===== config.mk =====
export PLATFORM = sky130hd
export DESIGN_NAME = circle_arc_span_rasterizer_core
export DESIGN_NICKNAME = d
export VERILOG_FILES = /design/src/design/carsr_pkg.sv /design/src/design/circle_arc_span_rasterizer_core.sv /design/src/design/carsr_isqrt.sv /design/src/design/carsr_front.sv /design/src/design/carsr_queue.sv /design/src/design/carsr_back.sv
export SDC_FILE = /design/constraint.sdc
export NUM_CORES = 2
export LEC_CHECK = 0
export BUFFER_PORTS_ARGS = -buffer_cell sky130_fd_sc_hd__buf_2
export CAP_MARGIN = 20
export CORE_MARGIN = 3
export CORE_UTILIZATION = 56
export DETAILED_ROUTE_END_ITERATION = 7
export PLACE_DENSITY = 0.82
export SLEW_MARGIN = 20
export SYNTH_ARGS = -nofsm -noshare
export SYNTH_HDL_FRONTEND = slang
export SYNTH_SLANG_ARGS = --single-unit
export TNS_END_PERCENT = 20

===== constraint.sdc =====
create_clock -name clock -period 55.8 [get_ports clock]
set_input_delay 5.58 -clock clock [delete_from_list [all_inputs] [get_ports clock]]
set_output_delay 5.58 -clock clock [all_outputs]
set_load 0.05 [all_outputs]

===== src/design/carsr_pkg.sv =====
package carsr_pkg;

   localparam int COORD_BITS  = 12;
   localparam logic [11:0] COORD_MASK =
      (COORD_BITS >= 12) ? 12'hFFF : 12'((1 << COORD_BITS) - 1);

   localparam int ROOT_BITS   = 12;
   localparam int NUM_BITS    = 2 * ROOT_BITS;
   localparam int REM_BITS    = NUM_BITS + 1;
   localparam int QUEUE_DEPTH = 4;

   localparam logic [31:0] ARGB_ALPHA = 32'hFF000000;

   localparam logic [12:0] SCREEN_WIDTH_RST  = 13'd1024;
   localparam logic [12:0] SCREEN_HEIGHT_RST = 13'd768;
   localparam logic [14:0] ROW_STRIDE_RST    = 15'd1024;
   localparam logic [11:0] TOP_CLIP_RST      = 12'd0;

   typedef enum logic [2:0] {
      CSR_SCREEN_WIDTH  = 3'd0,
      CSR_SCREEN_HEIGHT = 3'd1,
      CSR_ROW_STRIDE    = 3'd2,
      CSR_TOP_CLIP_ROW  = 3'd3,
      CSR_PIXEL_FORMAT  = 3'd4
   } csr_index_type;

   typedef enum logic [1:0] {
      FMT_GRAY8  = 2'd0,
      FMT_RGB565 = 2'd1,
      FMT_ARGB32 = 2'd2
   } fmt_type;

   typedef enum logic [1:0] {
      FUNC_FILL = 2'd0,
      FUNC_RING = 2'd1,
      FUNC_ARC  = 2'd2,
      FUNC_NONE = 2'd3
   } func_type;

   typedef struct packed {
      logic [12:0] width;
      logic [12:0] height;
      logic [14:0] stride;
      logic [11:0] top;
      logic [1:0]  fmt;
   } cfg_type;

   typedef struct packed {
      logic [1:0]         func;
      logic signed [13:0] cx;
      logic signed [13:0] cy;
      logic signed [12:0] dy;
      logic [7:0]         gray;
      logic               right;
      logic               down;
      logic               ring_two;
      logic               kill;
   } side_type;

   typedef struct packed {
      logic        ok;
      logic [12:0] x;
      logic [12:0] y;
      logic [12:0] w;
   } span_type;

   typedef struct packed {
      span_type   s0;
      span_type   s1;
      logic [7:0] gray;
   } entry_type;

endpackage


===== src/design/circle_arc_span_rasterizer_core.sv =====
// Scanline circle span rasterizer. Each request beat describes one row of a
// filled circle, a ring or a corner arc and yields zero to two clipped spans,
// each with byte address, row, column, length, packed pixel and a last flag.
// A request is taken every cycle while req_stall is low and passes the stages
// (input, radius/offset, squaring, radicand, twelve square-root steps,
// geometry, clip) to the span queue, then the back-end selection and output
// registers. The back end delivers one span per cycle while rsp_stall is low.
// req_stall rises when a span waits at the full four-entry span queue.
module circle_arc_span_rasterizer_core
   import carsr_pkg::*;
#(
   parameter int SPAN_QUEUE_DEPTH = QUEUE_DEPTH
) (
   input  logic               clock,
   input  logic               reset,
   input  logic               csr_valid,
   output logic               csr_ready,
   input  logic [2:0]         csr_index,
   input  logic [15:0]        csr_wdata,
   input  logic               req_valid,
   output logic               req_stall,
   input  logic [1:0]         req_func,
   input  logic signed [13:0] req_centre_x,
   input  logic signed [13:0] req_centre_y,
   input  logic [11:0]        req_radius,
   input  logic [11:0]        req_ring_thickness,
   input  logic signed [12:0] req_row_offset,
   input  logic [7:0]         req_gray_level,
   input  logic               req_quad_right,
   input  logic               req_quad_down,
   output logic               rsp_valid,
   input  logic               rsp_stall,
   output logic [25:0]        rsp_span_address,
   output logic [11:0]        rsp_span_row,
   output logic [11:0]        rsp_span_column,
   output logic [12:0]        rsp_span_length,
   output logic [31:0]        rsp_pixel_word,
   output logic               rsp_last_span
);

   cfg_type   cfg_ff;
   logic      push, pop, q_empty, q_full;
   entry_type push_entry, head;

   assign csr_ready = 1'b1;

   always_ff @(posedge clock) begin
      if (reset) begin
         cfg_ff.width  <= SCREEN_WIDTH_RST;
         cfg_ff.height <= SCREEN_HEIGHT_RST;
         cfg_ff.stride <= ROW_STRIDE_RST;
         cfg_ff.top    <= TOP_CLIP_RST;
         cfg_ff.fmt    <= FMT_GRAY8;
      end else if (csr_valid && csr_ready) begin
         unique case (csr_index)
            CSR_SCREEN_WIDTH:  cfg_ff.width  <= csr_wdata[12:0];
            CSR_SCREEN_HEIGHT: cfg_ff.height <= csr_wdata[12:0];
            CSR_ROW_STRIDE:    cfg_ff.stride <= csr_wdata[14:0];
            CSR_TOP_CLIP_ROW:  cfg_ff.top    <= csr_wdata[11:0];
            CSR_PIXEL_FORMAT:  cfg_ff.fmt    <= csr_wdata[1:0];
            default: begin
            end
         endcase
      end
   end

   carsr_front u_front (
      .clock              (clock),
      .reset              (reset),
      .cfg                (cfg_ff),
      .req_valid          (req_valid),
      .req_stall          (req_stall),
      .req_func           (req_func),
      .req_centre_x       (req_centre_x),
      .req_centre_y       (req_centre_y),
      .req_radius         (req_radius),
      .req_ring_thickness (req_ring_thickness),
      .req_row_offset     (req_row_offset),
      .req_gray_level     (req_gray_level),
      .req_quad_right     (req_quad_right),
      .req_quad_down      (req_quad_down),
      .q_full             (q_full),
      .push               (push),
      .push_entry         (push_entry)
   );

   carsr_queue #(
      .DEPTH (SPAN_QUEUE_DEPTH)
   ) u_queue (
      .clock      (clock),
      .reset      (reset),
      .push       (push),
      .push_entry (push_entry),
      .pop        (pop),
      .head       (head),
      .empty      (q_empty),
      .full       (q_full)
   );

   carsr_back u_back (
      .clock            (clock),
      .reset            (reset),
      .cfg              (cfg_ff),
      .q_empty          (q_empty),
      .head             (head),
      .pop              (pop),
      .rsp_valid        (rsp_valid),
      .rsp_stall        (rsp_stall),
      .rsp_span_address (rsp_span_address),
      .rsp_span_row     (rsp_span_row),
      .rsp_span_column  (rsp_span_column),
      .rsp_span_length  (rsp_span_length),
      .rsp_pixel_word   (rsp_pixel_word),
      .rsp_last_span    (rsp_last_span)
   );

endmodule


===== src/design/carsr_isqrt.sv =====
module carsr_isqrt
   import carsr_pkg::*;
(
   input  logic                 clock,
   input  logic                 reset,
   input  logic                 en,
   input  logic                 in_valid,
   input  logic [NUM_BITS-1:0]  in_n_o,
   input  logic [NUM_BITS-1:0]  in_n_i,
   input  side_type             in_side,
   output logic                 out_valid,
   output logic [ROOT_BITS-1:0] out_root_o,
   output logic [ROOT_BITS-1:0] out_root_i,
   output side_type             out_side
);

   logic                 valid_ff  [ROOT_BITS];
   logic [REM_BITS-1:0]  rem_o_ff  [ROOT_BITS];
   logic [REM_BITS-1:0]  rem_i_ff  [ROOT_BITS];
   logic [ROOT_BITS-1:0] root_o_ff [ROOT_BITS];
   logic [ROOT_BITS-1:0] root_i_ff [ROOT_BITS];
   side_type             side_ff   [ROOT_BITS];

   // one result bit per stage, most significant first
   for (genvar k = 0; k < ROOT_BITS; k++) begin : g_step
      localparam int B = ROOT_BITS - 1 - k;
      logic                 valid_prev;
      logic [REM_BITS-1:0]  rem_o_prev, rem_i_prev, delta_o, delta_i;
      logic [REM_BITS-1:0]  rem_o_in, rem_i_in;
      logic [ROOT_BITS-1:0] root_o_prev, root_i_prev, root_o_in, root_i_in;
      side_type             side_prev;

      if (k == 0) begin : g_first
         assign valid_prev  = in_valid;
         assign rem_o_prev  = REM_BITS'(in_n_o);
         assign rem_i_prev  = REM_BITS'(in_n_i);
         assign root_o_prev = '0;
         assign root_i_prev = '0;
         assign side_prev   = in_side;
      end else begin : g_next
         assign valid_prev  = valid_ff[k-1];
         assign rem_o_prev  = rem_o_ff[k-1];
         assign rem_i_prev  = rem_i_ff[k-1];
         assign root_o_prev = root_o_ff[k-1];
         assign root_i_prev = root_i_ff[k-1];
         assign side_prev   = side_ff[k-1];
      end

      always_comb begin
         delta_o = (REM_BITS'(root_o_prev) << (B + 1)) + (REM_BITS'(1) << (2 * B));
         delta_i = (REM_BITS'(root_i_prev) << (B + 1)) + (REM_BITS'(1) << (2 * B));
         rem_o_in  = rem_o_prev;
         root_o_in = root_o_prev;
         rem_i_in  = rem_i_prev;
         root_i_in = root_i_prev;
         if (rem_o_prev >= delta_o) begin
            rem_o_in  = rem_o_prev - delta_o;
            root_o_in = root_o_prev | (ROOT_BITS'(1) << B);
         end
         if (rem_i_prev >= delta_i) begin
            rem_i_in  = rem_i_prev - delta_i;
            root_i_in = root_i_prev | (ROOT_BITS'(1) << B);
         end
      end

      always_ff @(posedge clock) begin
         if (reset) begin
            valid_ff[k] <= 1'b0;
         end else if (en) begin
            valid_ff[k] <= valid_prev;
         end
         if (en) begin
            rem_o_ff[k]  <= rem_o_in;
            rem_i_ff[k]  <= rem_i_in;
            root_o_ff[k] <= root_o_in;
            root_i_ff[k] <= root_i_in;
            side_ff[k]   <= side_prev;
         end
      end
   end

   assign out_valid  = valid_ff[ROOT_BITS-1];
   assign out_root_o = root_o_ff[ROOT_BITS-1];
   assign out_root_i = root_i_ff[ROOT_BITS-1];
   assign out_side   = side_ff[ROOT_BITS-1];

endmodule


===== src/design/carsr_front.sv =====
module carsr_front
   import carsr_pkg::*;
(
   input  logic               clock,
   input  logic               reset,
   input  cfg_type            cfg,
   input  logic               req_valid,
   output logic               req_stall,
   input  logic [1:0]         req_func,
   input  logic signed [13:0] req_centre_x,
   input  logic signed [13:0] req_centre_y,
   input  logic [11:0]        req_radius,
   input  logic [11:0]        req_ring_thickness,
   input  logic signed [12:0] req_row_offset,
   input  logic [7:0]         req_gray_level,
   input  logic               req_quad_right,
   input  logic               req_quad_down,
   input  logic               q_full,
   output logic               push,
   output entry_type          push_entry
);

   function automatic span_type clip(input logic signed [16:0] x,
                                     input logic signed [16:0] y,
                                     input logic signed [16:0] w,
                                     input logic v, input cfg_type c);
      logic signed [16:0] xx, ww, sw;
      span_type s;
      sw = signed'({4'b0, c.width});
      xx = x;
      ww = w;
      if (xx < 0) begin
         ww = ww + xx;
         xx = '0;
      end
      s.ok = v && (y >= 0) && (y >= signed'({5'b0, c.top})) && (ww > 0) && (xx < sw)
             && (y < signed'({4'b0, c.height}));
      if (xx + ww > sw) begin
         ww = sw - xx;
      end
      s.x = xx[12:0];
      s.y = y[12:0];
      s.w = ww[12:0];
      return s;
   endfunction

   logic fen;

   // stage 0: input beat
   logic        s0_valid_ff;
   logic [11:0] s0_r_ff, s0_th_ff;
   side_type    s0_side_ff;

   // stage 1: inner radius, offset magnitude, classification
   logic        s1_valid_ff;
   logic [11:0] s1_r_ff, s1_ri_ff;
   logic [12:0] s1_ady_ff;
   side_type    s1_side_ff;
   logic [12:0] s1_ady_in;
   logic [11:0] s1_ri_in;
   logic [12:0] s1_diff;
   side_type    s1_side_in;

   // stage 2: squares
   logic                s2_valid_ff;
   logic [NUM_BITS-1:0] s2_rr_ff, s2_riri_ff;
   logic [NUM_BITS:0]   s2_aa_ff;
   logic                s2_inner_ff;
   side_type            s2_side_ff;

   // stage 3: radicands
   logic                s3_valid_ff;
   logic [NUM_BITS-1:0] s3_n_o_ff, s3_n_i_ff;
   side_type            s3_side_ff;

   logic                 r_valid;
   logic [ROOT_BITS-1:0] hwo, hwi;
   side_type             r_side;

   // geometry stage
   logic               g_valid_ff, g_v0_ff, g_v1_ff;
   logic signed [16:0] g_x0_ff, g_x1_ff, g_y_ff, g_w0_ff, g_w1_ff;
   logic [7:0]         g_gray_ff;
   logic               g_v0_in, g_v1_in;
   logic signed [16:0] g_x0_in, g_x1_in, g_y_in, g_w0_in, g_w1_in;
   logic signed [16:0] cx_w, cy_w, dy_w, hwo_w, hwi_w, seg_w;

   // clip stage
   logic      c_valid_ff;
   entry_type c_entry_ff;
   entry_type c_entry_in;
   logic      c_has;

   assign c_has     = c_entry_ff.s0.ok || c_entry_ff.s1.ok;
   assign fen       = !(c_valid_ff && c_has && q_full);
   assign req_stall = !fen;
   assign push      = c_valid_ff && c_has && fen;
   assign push_entry = c_entry_ff;

   always_comb begin
      s1_diff = 13'({1'b0, s0_r_ff}) - 13'({1'b0, s0_th_ff});
      s1_ri_in = (s0_th_ff > s0_r_ff) ? 12'd0 : s1_diff[11:0];
      s1_ady_in = s0_side_ff.dy[12] ? 13'(-s0_side_ff.dy) : 13'(s0_side_ff.dy);
      s1_side_in = s0_side_ff;
      s1_side_in.ring_two = (s1_ri_in != 12'd0) && (s1_ady_in <= 13'({1'b0, s1_ri_in}));
      s1_side_in.kill = (s1_ady_in > 13'({1'b0, s0_r_ff})) || (s0_side_ff.func == FUNC_NONE)
                        || ((s0_side_ff.func == FUNC_ARC) && s0_side_ff.dy[12]);
   end

   always_ff @(posedge clock) begin
      if (reset) begin
         s0_valid_ff <= 1'b0;
         s1_valid_ff <= 1'b0;
         s2_valid_ff <= 1'b0;
         s3_valid_ff <= 1'b0;
         g_valid_ff  <= 1'b0;
         c_valid_ff  <= 1'b0;
      end else if (fen) begin
         s0_valid_ff <= req_valid;
         s1_valid_ff <= s0_valid_ff;
         s2_valid_ff <= s1_valid_ff;
         s3_valid_ff <= s2_valid_ff;
         g_valid_ff  <= r_valid;
         c_valid_ff  <= g_valid_ff;
      end
      if (fen) begin
         s0_r_ff             <= req_radius;
         s0_th_ff            <= req_ring_thickness;
         s0_side_ff.func     <= req_func;
         s0_side_ff.cx       <= req_centre_x;
         s0_side_ff.cy       <= req_centre_y;
         s0_side_ff.dy       <= req_row_offset;
         s0_side_ff.gray     <= req_gray_level;
         s0_side_ff.right    <= req_quad_right;
         s0_side_ff.down     <= req_quad_down;
         s0_side_ff.ring_two <= 1'b0;
         s0_side_ff.kill     <= 1'b0;

         s1_r_ff    <= s0_r_ff;
         s1_ri_ff   <= s1_ri_in;
         s1_ady_ff  <= s1_ady_in;
         s1_side_ff <= s1_side_in;

         s2_rr_ff    <= s1_r_ff * s1_r_ff;
         s2_riri_ff  <= s1_ri_ff * s1_ri_ff;
         s2_aa_ff    <= s1_ady_ff * s1_ady_ff;
         s2_inner_ff <= s1_ady_ff <= 13'({1'b0, s1_ri_ff});
         s2_side_ff  <= s1_side_ff;

         s3_n_o_ff  <= s2_side_ff.kill ? '0
                       : NUM_BITS'(25'({1'b0, s2_rr_ff}) - s2_aa_ff);
         s3_n_i_ff  <= (s2_side_ff.kill || !s2_inner_ff) ? '0
                       : NUM_BITS'(25'({1'b0, s2_riri_ff}) - s2_aa_ff);
         s3_side_ff <= s2_side_ff;
      end
   end

   carsr_isqrt u_isqrt (
      .clock      (clock),
      .reset      (reset),
      .en         (fen),
      .in_valid   (s3_valid_ff),
      .in_n_o     (s3_n_o_ff),
      .in_n_i     (s3_n_i_ff),
      .in_side    (s3_side_ff),
      .out_valid  (r_valid),
      .out_root_o (hwo),
      .out_root_i (hwi),
      .out_side   (r_side)
   );

   always_comb begin
      cx_w  = 17'(r_side.cx);
      cy_w  = 17'(r_side.cy);
      dy_w  = 17'(r_side.dy);
      hwo_w = signed'({5'b0, hwo});
      hwi_w = signed'({5'b0, hwi});
      seg_w = hwo_w - hwi_w;
      g_v0_in = 1'b0;
      g_v1_in = 1'b0;
      g_x0_in = cx_w - hwo_w;
      g_x1_in = cx_w + hwi_w + 17'sd1;
      g_y_in  = cy_w + dy_w;
      g_w0_in = (hwo_w <<< 1) + 17'sd1;
      g_w1_in = seg_w;
      if (!r_side.kill) begin
         unique case (r_side.func)
            FUNC_FILL: begin
               g_v0_in = 1'b1;
            end
            FUNC_RING: begin
               if (r_side.ring_two) begin
                  if (seg_w > 0) begin
                     g_v0_in = 1'b1;
                     g_v1_in = 1'b1;
                     g_w0_in = seg_w;
                  end
               end else begin
                  g_v0_in = 1'b1;
               end
            end
            FUNC_ARC: begin
               if (seg_w > 0) begin
                  g_v0_in = 1'b1;
                  g_w0_in = seg_w;
                  if (r_side.right) begin
                     g_x0_in = cx_w + hwi_w;
                  end
                  if (!r_side.down) begin
                     g_y_in = cy_w - dy_w;
                  end
               end
            end
            default: begin
            end
         endcase
      end
   end

   always_comb begin
      c_entry_in.s0   = clip(g_x0_ff, g_y_ff, g_w0_ff, g_v0_ff, cfg);
      c_entry_in.s1   = clip(g_x1_ff, g_y_ff, g_w1_ff, g_v1_ff, cfg);
      c_entry_in.gray = g_gray_ff;
   end

   always_ff @(posedge clock) begin
      if (fen) begin
         g_v0_ff    <= g_v0_in;
         g_v1_ff    <= g_v1_in;
         g_x0_ff    <= g_x0_in;
         g_x1_ff    <= g_x1_in;
         g_y_ff     <= g_y_in;
         g_w0_ff    <= g_w0_in;
         g_w1_ff    <= g_w1_in;
         g_gray_ff  <= r_side.gray;
         c_entry_ff <= c_entry_in;
      end
   end

endmodule


===== src/design/carsr_queue.sv =====
module carsr_queue
   import carsr_pkg::*;
#(
   parameter int DEPTH = QUEUE_DEPTH
) (
   input  logic      clock,
   input  logic      reset,
   input  logic      push,
   input  entry_type push_entry,
   input  logic      pop,
   output entry_type head,
   output logic      empty,
   output logic      full
);

   localparam int PW = (DEPTH > 1) ? $clog2(DEPTH) : 1;

   entry_type     mem_ff [DEPTH];
   logic [PW-1:0] wr_ff, rd_ff;
   logic [PW:0]   count_ff;

   assign empty = (count_ff == '0);
   assign full  = (count_ff == (PW+1)'(DEPTH));
   assign head  = mem_ff[rd_ff];

   always_ff @(posedge clock) begin
      if (reset) begin
         wr_ff    <= '0;
         rd_ff    <= '0;
         count_ff <= '0;
      end else begin
         if (push) begin
            wr_ff <= (wr_ff == PW'(DEPTH - 1)) ? '0 : wr_ff + 1'b1;
         end
         if (pop) begin
            rd_ff <= (rd_ff == PW'(DEPTH - 1)) ? '0 : rd_ff + 1'b1;
         end
         count_ff <= count_ff + (PW+1)'(push) - (PW+1)'(pop);
      end
      if (push) begin
         mem_ff[wr_ff] <= push_entry;
      end
   end

endmodule


===== src/design/carsr_back.sv =====
module carsr_back
   import carsr_pkg::*;
(
   input  logic        clock,
   input  logic        reset,
   input  cfg_type     cfg,
   input  logic        q_empty,
   input  entry_type   head,
   output logic        pop,
   output logic        rsp_valid,
   input  logic        rsp_stall,
   output logic [25:0] rsp_span_address,
   output logic [11:0] rsp_span_row,
   output logic [11:0] rsp_span_column,
   output logic [12:0] rsp_span_length,
   output logic [31:0] rsp_pixel_word,
   output logic        rsp_last_span
);

   logic        sel_ff;
   logic        b_valid_ff, b_last_ff;
   logic [12:0] b_x_ff, b_y_ff, b_w_ff;
   logic [31:0] b_pix_ff;

   logic        out_adv, b_adv, take, use_s0, cur_last;
   span_type    cur;
   logic [31:0] pix_in;
   logic [27:0] row_bytes;
   logic [15:0] col_bytes;

   logic        rsp_valid_ff, rsp_last_ff;
   logic [25:0] rsp_addr_ff;
   logic [11:0] rsp_row_ff, rsp_col_ff;
   logic [12:0] rsp_len_ff;
   logic [31:0] rsp_pix_ff;

   assign out_adv  = !rsp_valid_ff || !rsp_stall;
   assign b_adv    = !b_valid_ff || out_adv;
   assign take     = b_adv && !q_empty;
   assign use_s0   = !sel_ff && head.s0.ok;
   assign cur      = use_s0 ? head.s0 : head.s1;
   assign cur_last = use_s0 ? !head.s1.ok : 1'b1;
   assign pop      = take && cur_last;

   always_comb begin
      unique case (cfg.fmt)
         FMT_RGB565: pix_in = 32'({head.gray[7:3], head.gray[7:2], head.gray[7:3]});
         FMT_ARGB32: pix_in = ARGB_ALPHA | 32'({head.gray, head.gray, head.gray});
         default:    pix_in = 32'(head.gray);
      endcase
   end

   always_ff @(posedge clock) begin
      if (reset) begin
         sel_ff     <= 1'b0;
         b_valid_ff <= 1'b0;
      end else if (b_adv) begin
         b_valid_ff <= !q_empty;
         if (!q_empty) begin
            sel_ff <= !cur_last;
         end
      end
      if (take) begin
         b_x_ff    <= cur.x;
         b_y_ff    <= cur.y;
         b_w_ff    <= cur.w;
         b_last_ff <= cur_last;
         b_pix_ff  <= pix_in;
      end
   end

   always_comb begin
      row_bytes = b_y_ff * cfg.stride;
      unique case (cfg.fmt)
         FMT_RGB565: col_bytes = 16'(b_x_ff) << 1;
         FMT_ARGB32: col_bytes = 16'(b_x_ff) << 2;
         default:    col_bytes = 16'(b_x_ff);
      endcase
   end

   always_ff @(posedge clock) begin
      if (reset) begin
         rsp_valid_ff <= 1'b0;
      end else if (out_adv) begin
         rsp_valid_ff <= b_valid_ff;
      end
      if (out_adv && b_valid_ff) begin
         rsp_addr_ff <= 26'(row_bytes + 28'(col_bytes));
         rsp_row_ff  <= b_y_ff[11:0] & COORD_MASK;
         rsp_col_ff  <= b_x_ff[11:0] & COORD_MASK;
         rsp_len_ff  <= b_w_ff;
         rsp_pix_ff  <= b_pix_ff;
         rsp_last_ff <= b_last_ff;
      end
   end

   assign rsp_valid        = rsp_valid_ff;
   assign rsp_span_address = rsp_addr_ff;
   assign rsp_span_row     = rsp_row_ff;
   assign rsp_span_column  = rsp_col_ff;
   assign rsp_span_length  = rsp_len_ff;
   assign rsp_pixel_word   = rsp_pix_ff;
   assign rsp_last_span    = rsp_last_ff;

endmodule


==> key figures <==
Critical path
  • RR Endpoint: u_back.rsp_span_address[25]
  • CP required: 50.22 ns
  • Worst r2r path cells: 22
  • Worst r2r src: u_back.b_y_ff[1]
  • Worst Setup Start Kind: flip-flop
  • WS Path Type: flip-flop to output pin
  • Crit path max fanout: 10
  • Flop2flop setup slack: 48.68 ns
  • Critical path launch point: u_front.push_entry[47]
  • Arrival time at the worst endpoint: 2.16 ns
  • CP endpoint kind: output pin
  • Worst setup path endpoint: req_stall

Logic synthesis
  • Dominant combinational cell family by area after synthesis: adder cells
  • Sequential fraction of the synthesis area: 0.606
  • Mapped Area: between 100,000 and 150,000 um^2
  • Post-synth EDFFs: 2,386
  • Xor-xnor portion of the synthesized cell area: 0.0324
  • Cell taking the most area after synthesis: edfxtp_1
  • Yosys cell types: ~100
  • Syn Inst Count: 8,753
  • Ranking of synthesized cells by area: edfxtp_1 (59%), ha_1 (7.9%), fa_1 (7.0%), inv_1 (3.2%), xnor2_1 (2.2%)
  • Compound-Gate Fraction of Synth Area: 0.0636
  • Multiplexer area fraction after synthesis: 0.0253
  • Synth Area in Adders: 0.149
  • Post-Synth Simple-Gate Area: 0.0855
  • Async set or reset register ratio after synthesis: 0
  • Syn Area/Cell: 13.8 um^2
  • Synth top area share: 0.594
  • Top_reg_cell synth: edfxtp_1
  • #FFs+latches synth: ~2,500
  • Syn. warnings: 0

Clock network
  • Number of buffers created by CTS: between 200 and 250
  • Postcts setup bufs: 0
  • Sink Count: about 2,500
  • Reg clk slew, reported paths: 0.06 ns
  • Post-cts sizing count: 0
  • Clock latency at the later pin of the worst-skew pair: 0.89 ns
  • Hold-fix buffers, CTS: 0
  • H-tree levels: 4
  • Clock Tree Buf Depth: 3
  • CTS tree: done
  • Root Driver: clkbuf_16

Timing
  • Final setup vio count: 0
  • Fmax: 129 MHz
  • Worst-margin pin slew: ~1.2 ns
  • Max_slew headroom: 0.228
  • Worst hold slack: ~0.39 ns
  • Final period utilization: 0.139
  • Fin. Hold Viols: 0
  • Total negative slack: 0 ns
  • Unrepaired setup endpoints after global routing: no
  • Max Transition Viols Final: 0
  • Crit path time final: 7.74 ns
  • Final Skew: 0.0747 ns

Die
  • Die ar.: between 200,000 and 250,000 um^2
  • Die Ht: ~470 um
  • Die width: 470 um
  • Initial Util: 0.566
  • I/O pin count: 200
  • Core area: 213,000 um^2
  • Num rows: approximately 170

Cells and area
  • Nets: 10,400
  • Area grow syn2layout: 10.0%
  • Ratio of cells with drive above 1 in the final layout: 0.0887

Placement
  • Buffers on Ports: just under 200
  • Post-DP HPWL: 161 mm
  • RePlAce Congestion: a little over 0.9

Route
  • Via count: about 68,000
  • Total Wirelength: ~230 mm
  • DRT Pass-1 Iters: 8
  • Post-DR vias/cell: ~5.6
  • Initial DRC count: roughly 4,800
  • DRT antenna net count: 0
  • Routed length per instance: about 19 um
  • DRC viols: 0

Global routing
  • Global Route Usage Sum: 0.208
  • Grt ovf: 0
  • First-pass GRT wire length: around 370 mm
  • Largest net degree at the start of global routing: 210
  • Vias in the first global route: between 70,000 and 80,000
  • Initial antenna violation count: 4

Outcome
  • Status: finished clean

Power and ir drop
  • Pwr Density: 52.1 nW/um^2
  • Max VDD drop: ~0.056 mV
  • Static Leak: ~54 nW

Job
  • Max Cap Viol: 0

Min path
  • Class of the worst hold path: flip-flop to flip-flop
[logic make-up (layout without fill, tap and decap cells)]
group,Yosys count,after routing
DFF,2459,2459
other,2,5
xor gates and xnor gates,446,446
muxes,202,202
AOI/OAI and AO/OA,1205,1205
adders and majority gates,1184,1184
and+or+nand+nor,2066,2066
buffers and inverters,1189,1711
[cells in the mapped netlist, types with 45 or more instances]
| master | n |
|---|---|
| nor2b_1 | 111 |
| nor3_1 | 142 |
| clkbuf_1 | 133 |
| fa_1 | 421 |
| o31ai_1 | 45 |
| mux4_2 | 75 |
| nand4_1 | 53 |
| o21ai_0 | 273 |
| edfxtp_1 | 2386 |
| and2_1 | 218 |
| xnor2_1 | 305 |
| nor2_1 | 395 |
| mux2i_1 | 51 |
| xor2_1 | 141 |
| ha_1 | 762 |
| dfxtp_1 | 73 |
| nand3_1 | 84 |
| nor4_1 | 85 |
| inv_1 | 1024 |
| nand2b_1 | 83 |
| a21oi_1 | 351 |
| a21o_1 | 104 |
| o21a_1 | 129 |
| nand2_1 | 651 |
| a21boi_0 | 48 |
| mux2_2 | 71 |
| or3_1 | 51 |
[sequential cells by signal, indices dropped and copies added, names as in the netlist, 23 cells and up, named ones only]
signal                     flops
u_front.s3_n_o_ff             24
u_back.rsp_pixel_word         25
u_front.s2_rr_ff              23
u_back.b_pix_ff               25
u_front.s2_side_ff            55
u_front.s3_n_i_ff             24
u_front.u_isqrt.rem_o_ff     275
u_front.u_isqrt.root_i_ff     78
u_queue.mem_ff               300
u_back.rsp_span_address       26
cfg_ff                        55
u_front.s0_side_ff            53
u_front.s3_side_ff            55
u_front.u_isqrt.rem_i_ff     275
u_front.u_isqrt.side_ff      660
u_front.s2_riri_ff            23
u_front.u_isqrt.root_o_ff     78
u_front.s1_side_ff            55
u_front.push_entry            75
[layout by cell type (no fill, tap or decap), types with 27 or more instances in the layout]
master / count
xor2_1: 141
or4_1: 29
clkbuf_16: 238
clkbuf_1: 41
nor2b_1: 111
a21o_1: 104
a21boi_0: 47
mux2i_1: 51
mux4_2: 75
ha_1: 762
or2_2: 27
o21bai_1: 31
inv_1: 1023
nor2_1: 394
nor4_1: 85
or3_1: 51
a211oi_1: 31
o31ai_1: 45
and2_1: 214
xnor2_1: 305
a21oi_1: 351
clkinv_1: 35
buf_4: 33
dfxtp_1: 71
nand2_1: 651
a31oi_1: 31
o21a_1: 129
mux2_2: 71
o21ai_0: 272
and3_1: 28
fa_1: 421
nor3_1: 142
edfxtp_1: 2386
clkinv_2: 50
buf_2: 197
nand3_1: 84
nand4_1: 53
nand2b_1: 82
[critical path, stage by stage, from the launching register on]
cell,delay [ns]
edfxtp_1,0.45
o21ai_0,0.34
nor2_1,0.09
buf_4,0.21
buf_2,0.23
[area by class of cell]
cell class,instances,area (um^2)
Fill cell,15100,80500
Sequential cell,2459,73100
Multi-Input combinational cell,5107,43000
Clock buffer,285,6190
Inverter,1027,3860
Tap cell,2821,3530
Clock inverter,157,1540
Timing Repair Buffer,242,1410
Antenna cell,1,2.50
[how the worst min path moves through the flow]
stage / slack (ns) / to / from / cells past startpoint
2_1_floorplan: 0.40 / u_back.rsp_last_span / u_back.b_last_ff / 0
3_3_place_gp: 0.40 / u_front.u_isqrt.side_ff[0][180] / u_front.u_isqrt.side_ff[0][125] / 0
3_5_place_dp: 0.40 / u_back.rsp_span_length[6] / u_back.b_w_ff[6] / 0
4_1_cts: 0.39 / u_front.u_isqrt.side_ff[0][164] / u_front.u_isqrt.side_ff[0][109] / 0
5_1_grt: 0.39 / u_front.u_isqrt.side_ff[0][164] / u_front.u_isqrt.side_ff[0][109] / 0
6_report: 0.39 / u_front.u_isqrt.side_ff[0][164] / u_front.u_isqrt.side_ff[0][109] / 0
[through the flow]
step | util | cells | worst slack, ns | cell area, um^2 | power, mW
floorplan | - | 8755 | 15.71 | 121000 | 4.69
global placement | 0.586 | 11700 | 47.44 | 125000 | 5.21
detailed placement | 0.586 | 11700 | 47.25 | 125000 | 5.33
CTS | 0.622 | 12100 | 47.99 | 133000 | 6.93
global route | 0.622 | 12100 | 47.94 | 133000 | 7.34
finish | 0.622 | 12100 | 48.06 | 133000 | 6.91
[routing by layer]
metal / routed length (um) / vias to the layer above / GRT usage
li1: - / 32000 / -
met1: 89000 / 33400 / 0.246
met2: 120000 / 1959 / 0.377
met3: 11300 / 574 / 0.0319
met4: 10200 / 4 / 0.0887
met5: 22 / - / 0
[where the power goes]
group / total, mW / internal, mW / switching [mW]
combinational: 2.52 / 1.06 / 1.46
sequential: 2.83 / 2.57 / 0.261
clock: 1.56 / 0.876 / 0.687
Note: power is estimated with default switching activity, not from simulation.
